==> src/rtl/pfa_pkg.sv <==
// Package for the partition fit allocator: sizes, field widths, fit codes
// and the structs passed between the register block, core and compare unit.
// No dependencies.
`timescale 1ns / 1ps
`default_nettype none
package pfa_pkg;

	localparam int NUM_PARTITIONS = 16;
	localparam int SIZE_BITS      = 20;

	// fixed field widths of the stream items and registers
	localparam int SLOT_W  = 4;
	localparam int MODE_W  = 2;
	localparam int COUNT_W = 5;
	localparam int TDATA_W = 32;
	localparam int ITEM_W  = 1 + SLOT_W + SIZE_BITS;

	// table index and scan counter widths
	localparam int TIDX_W = (NUM_PARTITIONS > 1) ? $clog2(NUM_PARTITIONS) : 1;
	localparam int CNT_W  = $clog2(NUM_PARTITIONS + 1);

	localparam logic OP_LOAD  = 1'b0;
	localparam logic OP_ALLOC = 1'b1;

	localparam logic [MODE_W-1:0] MODE_FIRST = 2'd0;
	localparam logic [MODE_W-1:0] MODE_BEST  = 2'd1;
	localparam logic [MODE_W-1:0] MODE_WORST = 2'd2;

	// APB register indexes (byte address / 4)
	localparam logic REG_FIT_MODE   = 1'b0;
	localparam logic REG_PART_COUNT = 1'b1;
	localparam int   PADDR_W        = 3;

	typedef struct packed {
		logic [MODE_W-1:0]  fit_mode;
		logic [COUNT_W-1:0] partition_count;
	} cfg_t;

	typedef struct packed {
		logic [SIZE_BITS-1:0] cap;
		logic [SIZE_BITS-1:0] req;
		logic [SIZE_BITS-1:0] best_cap;
		logic [MODE_W-1:0]    mode;
		logic                 found;
	} alu_in_t;

	typedef struct packed {
		logic                 take;
		logic [SIZE_BITS-1:0] diff;
	} alu_out_t;

	typedef struct packed {
		logic                 granted;
		logic [SLOT_W-1:0]    chosen_slot;
		logic [SIZE_BITS-1:0] left_over;
	} result_t;

endpackage
`default_nettype wire

==> src/rtl/partition_fit_allocator_top.sv <==
// channel  | dir | beat fields (tdata, lsb first)
// s_axis   | in  | opcode[0], slot_index[4:1], amount[24:5], zero pad
// m_axis   | out | granted[0], chosen_slot[4:1], left_over[24:5], zero pad
// apb      | in  | 0x0 fit_mode, 0x4 partition_count
//
// A load passes through the done state to the output register; a request scans
// min(partition_count, 16) table entries, one table entry per cycle through the
// single compare unit, and if granted then writes the entry back in the write
// state. Reset clears the table and registers at once. One item is in
// work at a time; the next input beat is taken while the last result still waits.
// Depends on pfa_pkg, pfa_regs, pfa_core.
`timescale 1ns / 1ps
`default_nettype none
module partition_fit_allocator_top
	import pfa_pkg::*;
(
	input  wire logic               clk,
	input  wire logic               arst_n,
	input  wire logic               s_tvalid,
	output logic                    s_tready,
	input  wire logic [TDATA_W-1:0] s_tdata,  // opcode, slot_index, amount
	output logic                    m_tvalid,
	input  wire logic               m_tready,
	output logic      [TDATA_W-1:0] m_tdata,  // granted, chosen_slot, left_over
	input  wire logic               psel,
	input  wire logic               penable,
	input  wire logic               pwrite,
	input  wire logic [PADDR_W-1:0] paddr,
	input  wire logic [31:0]        pwdata,
	output logic      [31:0]        prdata,
	output logic                    pready
);

	cfg_t             cfg;
	result_t          res;
	logic             res_valid;
	logic             res_ready;
	logic             m_tvalid_q;
	logic [ITEM_W-1:0] m_item_q;

	pfa_regs u_regs (
		.clk     (clk),
		.arst_n  (arst_n),
		.psel    (psel),
		.penable (penable),
		.pwrite  (pwrite),
		.paddr   (paddr),
		.pwdata  (pwdata),
		.prdata  (prdata),
		.pready  (pready),
		.cfg     (cfg)
	);

	pfa_core u_core (
		.clk       (clk),
		.arst_n    (arst_n),
		.cfg       (cfg),
		.in_valid  (s_tvalid),
		.in_ready  (s_tready),
		.in_opcode (s_tdata[0]),
		.in_slot   (s_tdata[SLOT_W:1]),
		.in_amount (s_tdata[ITEM_W-1:SLOT_W+1]),
		.res_valid (res_valid),
		.res_ready (res_ready),
		.res       (res)
	);

	// output beat register: load when empty or being drained
	assign res_ready = !m_tvalid_q || m_tready;

	always_ff @(posedge clk or negedge arst_n) begin
		if (!arst_n) begin
			m_tvalid_q <= 1'b0;
		end else if (res_ready) begin
			m_tvalid_q <= res_valid;
		end
	end

	always_ff @(posedge clk) begin
		if (res_ready && res_valid) begin
			m_item_q <= {res.left_over, res.chosen_slot, res.granted};
		end
	end

	assign m_tvalid = m_tvalid_q;
	assign m_tdata  = TDATA_W'(m_item_q);

endmodule
`default_nettype wire

==> src/rtl/pfa_alu.sv <==
// Shared compare and subtract unit of the partition fit allocator.
// Depends on pfa_pkg.
`timescale 1ns / 1ps
`default_nettype none
module pfa_alu
	import pfa_pkg::*;
(
	input  alu_in_t  ain,
	output alu_out_t aout
);

	logic fits;
	logic better;

	always_comb begin
		fits = !(ain.req > ain.cap);
		case (ain.mode)
			MODE_BEST:  better = ain.cap < ain.best_cap;
			MODE_WORST: better = ain.cap > ain.best_cap;
			default:    better = 1'b0;
		endcase
		// the first candidate that fits is always taken; a later one replaces it only when strictly better
		aout.take = fits && (!ain.found || better);
		aout.diff = ain.cap - ain.req;
	end

endmodule
`default_nettype wire

==> src/rtl/pfa_regs.sv <==
// APB configuration registers of the partition fit allocator.
// Depends on pfa_pkg.
`timescale 1ns / 1ps
`default_nettype none
module pfa_regs
	import pfa_pkg::*;
(
	input  wire logic               clk,
	input  wire logic               arst_n,
	input  wire logic               psel,
	input  wire logic               penable,
	input  wire logic               pwrite,
	input  wire logic [PADDR_W-1:0] paddr,
	input  wire logic [31:0]        pwdata,
	output logic      [31:0]        prdata,
	output logic                    pready,
	output cfg_t                    cfg
);

	logic [MODE_W-1:0]  fit_mode_q;
	logic [COUNT_W-1:0] part_count_q;
	logic               wr_en;

	assign pready = 1'b1;
	assign wr_en  = psel && penable && pwrite && pready;

	always_ff @(posedge clk or negedge arst_n) begin
		if (!arst_n) begin
			fit_mode_q   <= '0;
			part_count_q <= '0;
		end else if (wr_en) begin
			case (paddr[2])
				REG_FIT_MODE:   fit_mode_q   <= pwdata[MODE_W-1:0];
				REG_PART_COUNT: part_count_q <= pwdata[COUNT_W-1:0];
				default:        ;
			endcase
		end
	end

	always_comb begin
		case (paddr[2])
			REG_FIT_MODE:   prdata = 32'(fit_mode_q);
			REG_PART_COUNT: prdata = 32'(part_count_q);
			default:        prdata = '0;
		endcase
	end

	assign cfg.fit_mode        = fit_mode_q;
	assign cfg.partition_count = part_count_q;

endmodule
`default_nettype wire

==> src/rtl/pfa_core.sv <==
// Sequencer and capacity table of the partition fit allocator: one table
// entry per cycle goes through the shared compare unit, then write-back if one fits.
// Depends on pfa_pkg and pfa_alu.
`timescale 1ns / 1ps
`default_nettype none
module pfa_core
	import pfa_pkg::*;
(
	input  wire logic                 clk,
	input  wire logic                 arst_n,
	input  cfg_t                      cfg,
	input  wire logic                 in_valid,
	output logic                      in_ready,
	input  wire logic                 in_opcode,
	input  wire logic [SLOT_W-1:0]    in_slot,
	input  wire logic [SIZE_BITS-1:0] in_amount,
	output logic                      res_valid,
	input  wire logic                 res_ready,
	output result_t                   res
);

	typedef enum logic [3:0] {
		ST_IDLE  = 4'b0001,
		ST_SCAN  = 4'b0010,
		ST_WRITE = 4'b0100,
		ST_DONE  = 4'b1000
	} state_t;

	state_t               state_q;
	logic [SIZE_BITS-1:0] cap_q [NUM_PARTITIONS];
	logic [SIZE_BITS-1:0] amt_q;
	logic [CNT_W-1:0]     idx_q;
	logic [CNT_W-1:0]     used_q;
	logic [TIDX_W-1:0]    pick_q;
	logic [SIZE_BITS-1:0] pick_cap_q;
	logic                 found_q;
	logic [MODE_W-1:0]    mode_q;
	result_t              res_q;

	logic                 accept;
	logic                 load_ok;
	alu_in_t              ain;
	alu_out_t             aout;

	assign in_ready  = (state_q == ST_IDLE);
	assign accept    = in_valid && in_ready;
	assign load_ok   = int'(in_slot) < NUM_PARTITIONS;
	assign res_valid = (state_q == ST_DONE);
	assign res       = res_q;

	always_comb begin
		ain.cap      = (state_q == ST_WRITE) ? pick_cap_q : cap_q[idx_q[TIDX_W-1:0]];
		ain.req      = amt_q;
		ain.best_cap = pick_cap_q;
		ain.mode     = mode_q;
		ain.found    = found_q;
	end

	pfa_alu u_alu (
		.ain  (ain),
		.aout (aout)
	);

	always_ff @(posedge clk or negedge arst_n) begin
		if (!arst_n) begin
			state_q <= ST_IDLE;
			for (int i = 0; i < NUM_PARTITIONS; i++) begin
				cap_q[i] <= '0;
			end
		end else begin
			case (state_q)
				ST_IDLE: begin
					if (accept && in_opcode == OP_LOAD) begin
						if (load_ok) begin
							cap_q[TIDX_W'(in_slot)] <= in_amount;
						end
						state_q <= ST_DONE;
					end else if (accept) begin
						state_q <= ST_SCAN;
					end
				end
				ST_SCAN: begin
					if (idx_q == used_q) begin
						state_q <= found_q ? ST_WRITE : ST_DONE;
					end
				end
				ST_WRITE: begin
					cap_q[pick_q] <= aout.diff;
					state_q       <= ST_DONE;
				end
				ST_DONE: begin
					if (res_ready) begin
						state_q <= ST_IDLE;
					end
				end
				default: state_q <= ST_IDLE;
			endcase
		end
	end

	// datapath registers, no reset needed
	always_ff @(posedge clk) begin
		case (state_q)
			ST_IDLE: begin
				amt_q   <= in_amount;
				mode_q  <= cfg.fit_mode;
				idx_q   <= '0;
				found_q <= 1'b0;
				pick_q  <= '0;
				used_q  <= (int'(cfg.partition_count) > NUM_PARTITIONS) ?
				           CNT_W'(NUM_PARTITIONS) : CNT_W'(cfg.partition_count);
				res_q.granted     <= 1'b0;
				res_q.chosen_slot <= in_slot;
				res_q.left_over   <= load_ok ? in_amount : '0;
			end
			ST_SCAN: begin
				if (idx_q != used_q) begin
					if (aout.take) begin
						found_q    <= 1'b1;
						pick_q     <= idx_q[TIDX_W-1:0];
						pick_cap_q <= ain.cap;
					end
					idx_q <= idx_q + 1'b1;
				end else if (!found_q) begin
					// refused: report zero slot and zero capacity
					res_q.chosen_slot <= '0;
					res_q.left_over   <= '0;
				end
			end
			ST_WRITE: begin
				res_q.granted     <= 1'b1;
				res_q.chosen_slot <= SLOT_W'(pick_q);
				res_q.left_over   <= aout.diff;
			end
			default: ;
		endcase
	end

endmodule
`default_nettype wire

==> config.mk <==
export PLATFORM = sky130hd
export DESIGN_NAME = partition_fit_allocator_top
export DESIGN_NICKNAME = d
export VERILOG_FILES = /design/src/rtl/pfa_pkg.sv /design/src/rtl/partition_fit_allocator_top.sv /design/src/rtl/pfa_alu.sv /design/src/rtl/pfa_regs.sv /design/src/rtl/pfa_core.sv
export SDC_FILE = /design/constraint.sdc
export NUM_CORES = 1
export LEC_CHECK = 0
export ABC_AREA = 1
export BUFFER_PORTS_ARGS = -buffer_cell sky130_fd_sc_hd__buf_2
export CAP_MARGIN = 20
export CORE_MARGIN = 10
export CORE_UTILIZATION = 60
export CTS_BUF_LIST = sky130_fd_sc_hd__clkbuf_4 sky130_fd_sc_hd__clkbuf_8 sky130_fd_sc_hd__clkbuf_16
export CTS_CLUSTER_SIZE = 24
export DETAILED_ROUTE_END_ITERATION = 10
export PLACE_DENSITY = 0.78
export SYNTH_ARGS = -nofsm -noshare
export SYNTH_HDL_FRONTEND = slang
export SYNTH_SLANG_ARGS = --single-unit
==> constraint.sdc <==
create_clock -name clk -period 5.5 [get_ports clk]
set_clock_uncertainty 0.05 [all_clocks]
set_input_delay 0.55 -clock clk [delete_from_list [all_inputs] [get_ports clk]]
set_output_delay 0.55 -clock clk [all_outputs]
set_load 0.01 [all_outputs]
-- After elaboration in Yosys (flattened, before gate mapping)
Cells that the tools add are included.
- output and inout bits: 67
- input port bits: 74
- logic and storage cells: 119
- flip-flop bits (word level): 439
- $lt $le $gt $ge: 9
- bitwise gates (word level): 5
- equality and inequality tests: 16
- reductions and logical operators: 24
- add/subtract/negate cells: 2
- multiplexer cells: 32
- operators with widths (cell ; count):
    bitwise mux 320 bit ; 2
    case mux 320 bit (2 select lines) ; 1
    two-way mux 320 bit ; 1
    demux 20 bit (select 4 bit) ; 2
    two-way mux 20 bit ; 5
    binary-select mux 20 bit (select 4 bit) ; 1
    case mux 24 bit (3 select lines) ; 1
    case mux 32 bit (2 select lines) ; 1
    two-way mux 24 bit ; 2
    > comparator 20 bit ; 2
    two-way mux 4 bit ; 7
    less-than comparator 20 bit ; 1
    subtractor 20 bit ; 1
    case mux 4 bit (4 select lines) ; 1
    >= comparator 5 bit (second input constant) ; 3
    NOT 4 -> 5 bit ; 3
    AND reduction 3 bit ; 4
    less-than comparator 5 x 1 -> 1 bit (second input constant) ; 2
    case mux 5 bit (2 select lines) ; 1
    logical AND 1 bit ; 8
    inequality test 2 x 1 -> 1 bit (second input constant) ; 4
    case mux 4 bit (2 select lines) ; 1
    AND reduction 2 bit ; 4
    inequality test 2 bit (second input constant) ; 3
    other kinds (19) ; 27

-- Depth between registers and ports, before layout
- word-level depth: 12
- depth in mapped cells: 23
- depth with buffers taken out: 21

-- By module
A second synthesis with hierarchy kept.
- cell total of the unflattened synthesis: 3528
- area, all modules: 26425.3 um^2
- by module, submodules not included (module ; seq. area each (um^2) ; area each (um^2) ; times used ; cells each):
    pfa_core ; 10571.4 ; 23147.2 ; 1 ; 3094
    pfa_alu ; 0.0 ; 1858.0 ; 1 ; 318
    partition_fit_allocator_top ; 775.7 ; 852.1 ; 1 ; 39
    pfa_regs ; 175.2 ; 568.0 ; 1 ; 77

-- Worst setup path after synthesis
No wires, ideal clock.
- path kind: reg-to-reg
- from: register u_core.state_q[0]
- to: register u_core.pick_cap_q[0], enable pin
- period minus slack after synthesis: 3466 ps
- cell stages (with the launch flop): 20
- buffers on the path: 3
- library setup time: 375 ps
- arrival time: 3041 ps
- slack: 2034 ps
- required time: 5075 ps
- cell sequence: dfstp_2 -> nor2_1 -> nand3_2 -> buf_4 -> buf_2 -> buf_2 -> nand2_1 -> a21oi_1 -> a22oi_1 -> ha_1 -> nand2_1 -> o21ai_0 -> inv_1 -> nand2_1 -> nand2_1 -> nand3_1 -> nand2_1 -> inv_1 -> nand2_1 -> inv_1
- RTL lines (element ; line ; source):
    from (decl) ; pfa_core.sv:29 ; state_t state_q;
    from (signal assigned) ; pfa_core.sv:84 ; state_q <= found_q ? ST_WRITE : ST_DONE;
    to (signal assigned) ; pfa_core.sv:121 ; pick_cap_q <= ain.cap;
    to (decl) ; pfa_core.sv:35 ; logic [SIZE_BITS-1:0] pick_cap_q;

-- Worst setup path in the final report
- from: register u_core.idx_q[0]
- to: register u_core.res_q (netlist bit u_core.res[16]), data pin
- word-level cells in the longest chain between the ends: 7
- ends and longest elaborated chain (element ; line ; source):
    from (decl) ; pfa_core.sv:32 ; logic [CNT_W-1:0] idx_q;
    from (signal assigned) ; pfa_core.sv:123 ; idx_q <= idx_q + 1'b1;
    NOT 4 -> 5 bit (implied by the code) ; pfa_core.sv:52 ; ain.cap = (state_q == ST_WRITE) ? pick_cap_q : cap_q[idx_q[TIDX_W-1:0]];
    binary-select mux 20 bit (select 4 bit) ; pfa_core.sv:52 ;
    two-way mux 20 bit (implied by the code) (2 in a row) ; pfa_core.sv:52 ;
    two-way mux 20 bit ; pfa_core.sv:52 ;
    subtractor 20 bit ; pfa_alu.sv:24 ; aout.diff = ain.cap - ain.req;
    case mux 24 bit (3 select lines) ; pfa_core.sv:103 ; case (state_q)
    to (decl) ; pfa_core.sv:38 ; result_t res_q;
Every way passes these cells. The select of a mux whose other input is x is not followed.
A chain may end at the register's enable or synchronous reset.

==> results.json <==
{
  "status": "completed",
  "fp.dieW_um": 223,
  "path_clk_slew_ns": 0.06,
  "core_area_um2": 40800,
  "crit_arrival_ns": 5.27,
  "timing.final.ws_setup_ns": 0.510,
  "synthTopCellsByCount": "519 x nand2_1, 386 x nand3_1, 334 x nor2_1, 331 x dfrtp_1, 289 x a21oi_1",
  "switching_share": 0.503,
  "synthArstFlopShare": 0.756,
  "drive_gt1_frac": 0.0961,
  "cts_tree": "yes",
  "rsz0062_at_grt": "false",
  "irDropWorstVdd_mv": 0.710,
  "antenna_left": 0,
  "cp_num_cells": 19,
  "cp_common_cell": "nand3_1",
  "power_density_nw_per_um2": 714,
  "switchingPower_mw": 9.65,
  "drt_iter0_drc": 4109,
  "intPower_mw": 9.55,
  "crit_required_ns": 5.77,
  "dp_hpwl_um": 58400,
  "syn_area_per_cell_um2": 7.94,
  "numClockSinks": 439,
  "synth.ff_latch_count": 439,
  "worst_path_max_delay_cell": "edfxtp_1",
  "cts_setup_buffers": 0,
  "grt_max_degree": 142,
  "drv_cap": 0,
  "drcViolationCount": 0,
  "yosys-top-cells-area": "dfrtp_1 33%, edfxtp_1 13%, nand2_1 7.8%",
  "synth_cells": 3125,
  "synthDistinctLibCells": 49,
  "setup_viol": 0,
  "pwr-share-comb": 0.539,
  "period_needed_ns": 4.99,
  "crit_type": "flip-flop to flip-flop",
  "portBuffers": 69,
  "holdPathStages": 1,
  "antenna_found_initial": 0,
  "synth_edf_count": 107,
  "cts_buffers": 48,
  "startpoint_type": "flip-flop",
  "std_cell_rows": 74,
  "max_slew_margin": 0.187,
  "syn_to_final_growth_pct": 8.33,
  "gp_congestion": 0.983,
  "clkPwrFrac": 0.178,
  "setup_tns_ns": 0,
  "grt_pass1_wl_um": 131000,
  "yosys_warnings": 0,
  "grt.total_usage": 0.329,
  "wl_per_cell_um": 23.2,
  "clk_latency_ns": 0.62,
  "dieArea_um2": 49900,
  "drv_slew": 0,
  "final_util": 0.659,
  "yosysTopAreaCell": "dfrtp_1",
  "crit_path_max_fanout": 39,
  "p_seq_frac": 0.283,
  "ctsRootBufferMaster": "clkbuf_16",
  "io_pins": 141,
  "yosysMostFrequentCell": "nand2_1",
  "vias": 24048,
  "seq_area_frac_synth": 0.464,
  "dp_slack_ns": 0.669,
  "wirelength_um": 85200,
  "tightest_slew_ns": 1.22,
  "first_global_vias": 23035,
  "synth_ff_type": "dfrtp_1",
  "path_cells": "inv_4 > buf_4 > a21oi_1 > o21ai_0 > nand3_1 > nand3_1 > nand2_1 > o21ai_0 > ha_1 > inv_1 > fa_1 > nand3_1 > nand3_1 > nand2_1 > o211ai_1 > nand2_1 > nand3b_2 > nand3_1 > o21ai_0",
  "reg2regPathDepth": 19,
  "finalInstanceArea_um2": 26900,
  "timing.critical_path.buf_inv": 3,
  "routed_via_density": 6.56,
  "nets": 3214,
  "htree_levels": 2,
  "total_power_mw": 19.2,
  "nFillCells": 3360,
  "synth_top_area_share": 0.334,
  "initial_utilization": 0.608,
  "p_leak_nw": 12.0,
  "antennaDiodeCount": 0,
  "period_share": 0.907,
  "hp-class": "input port to flip-flop",
  "finalHoldViolCount": 0,
  "die_h_um": 223,
  "dpl_cell_area_um2": 25200,
  "timing.fmax_ghz": 0.200,
  "critPathCaptureType": "flip-flop",
  "gr-total-overflow": 0,
  "crit_family": "simple AND/OR/NAND/NOR gates",
  "clockBufferDepth": 3,
  "drt-pass1-iter-count": 6,
  "cpPeakStageDelay_ns": 0.64,
  "netlist_area_um2": 24800
}
==> final cells by class <==
class | count | area (um^2) | area share
sequential | 439 | 11500 | 0.428
multi-input combinational | 2221 | 11200 | 0.418
clock buffer | 60 | 1360 | 0.0507
inverter | 268 | 1010 | 0.0375
timing repair buffer | 118 | 812 | 0.0302
tap | 532 | 666 | 0.0248
clock inverter | 26 | 282 | 0.0105
==> cells by family after synthesis <==
logic type	synth area share
XOR/XNOR	0.00282
flip-flops	0.464
buffers and inverters	0.0888
AO/OA/AOI/OAI	0.188
other	0.000303
adder cells (fa/ha/maj)	0.0225
AND/OR/NAND/NOR	0.234
==> placed cells by master, fill, tap and decap left out, types with 4 or more instances in the layout <==
| cell | netlist | final |
|---|---|---|
| a41oi_1 | 5 | 5 |
| o211ai_1 | 96 | 96 |
| conb_1 | 2 | 35 |
| o21bai_1 | 6 | 6 |
| inv_1 | 221 | 220 |
| clkinvlp_4 | 0 | 7 |
| nor2_4 | 14 | 14 |
| nand2_2 | 7 | 7 |
| nand2_1 | 519 | 519 |
| nand2_4 | 9 | 9 |
| inv_2 | 34 | 35 |
| o21ai_1 | 27 | 27 |
| a21oi_1 | 289 | 289 |
| clkbuf_4 | 0 | 4 |
| nor2_1 | 334 | 331 |
| edfxtp_1 | 107 | 107 |
| nor2_2 | 21 | 24 |
| ha_1 | 43 | 43 |
| buf_2 | 72 | 68 |
| clkbuf_16 | 0 | 50 |
| xor2_1 | 5 | 5 |
| nand3b_1 | 7 | 7 |
| clkinv_2 | 0 | 5 |
| bufinv_16 | 0 | 5 |
| o22ai_1 | 84 | 84 |
| clkinv_1 | 13 | 17 |
| clkbuf_8 | 0 | 6 |
| nand4_1 | 8 | 8 |
| buf_12 | 0 | 6 |
| buf_4 | 58 | 40 |
| o21ai_0 | 233 | 233 |
| o221ai_1 | 29 | 29 |
| a22oi_1 | 35 | 35 |
| nand3_1 | 386 | 386 |
| dfrtp_1 | 331 | 331 |
==> metrics by stage <==
stage,hold slack (ns),instances
final,0.104,3664
after detailed placement,0.355,3576
after global placement,0.351,3575
after global routing,0.106,3664
after CTS,0.0930,3663
after floorplan,0.204,3158
==> registers in the layout (all words and copies together), names as in the netlist <==
name,count
u_core.cap_q,320
u_core.state_q,4
u_core.pick_q,4
m_item_q,25
u_core.pick_cap_q,20
u_core.amt_q,20
u_core.idx_q,5
u_regs.part_count_q,5
u_core.mode_q,2
u_core.used_q,5
u_core.res,25
m_tvalid,1
u_regs.fit_mode_q,2
u_core.found_q,1
==> what timing repair did <==
item	CTS	global route
gates resized for setup	0	0
endpoints found under the hold margin	82	0
hold buffers	1	0
==> power groups by stage <==
stage               logic, mW  registers [mW]  clock network [mW]
detailed placement       9.86            5.43                   0
global placement         9.61            5.37                   0
global route             11.1            5.54                3.56
finish                   10.3            5.42                3.42
CTS                      9.92            5.39                3.43
floorplan                6.59            5.27                   0
==> final timing paths <==
path	end	startpoint	slack, ns
setup / recovery	u_core.res[16]	u_core.idx_q[0]	0.51
hold / removal	u_core.amt_q[15]	s_tdata[20]	0.10
setup reg to reg	u_core.res[16]	u_core.idx_q[0]	0.51
hold reg to reg	m_item_q[23]	u_core.res[18]	0.37
max in group asynchronous	u_core.cap_q[49]	arst_n	3.58
min in group asynchronous	u_core.cap_q[102]	arst_n	0.51
==> routing by layer <==
layer  wire length [um]  part of all wire  vias up  global-route usage
met5                  0                 0        -                   0
met4               3480             0.041        0               0.134
met3              10700              0.13      323              0.0799
met2              38500              0.45     1754               0.516
met1              32500              0.38    11378               0.429
li1                   -                 -    10593                   -
No activity file was read; power rests on OpenSTA's default activity.
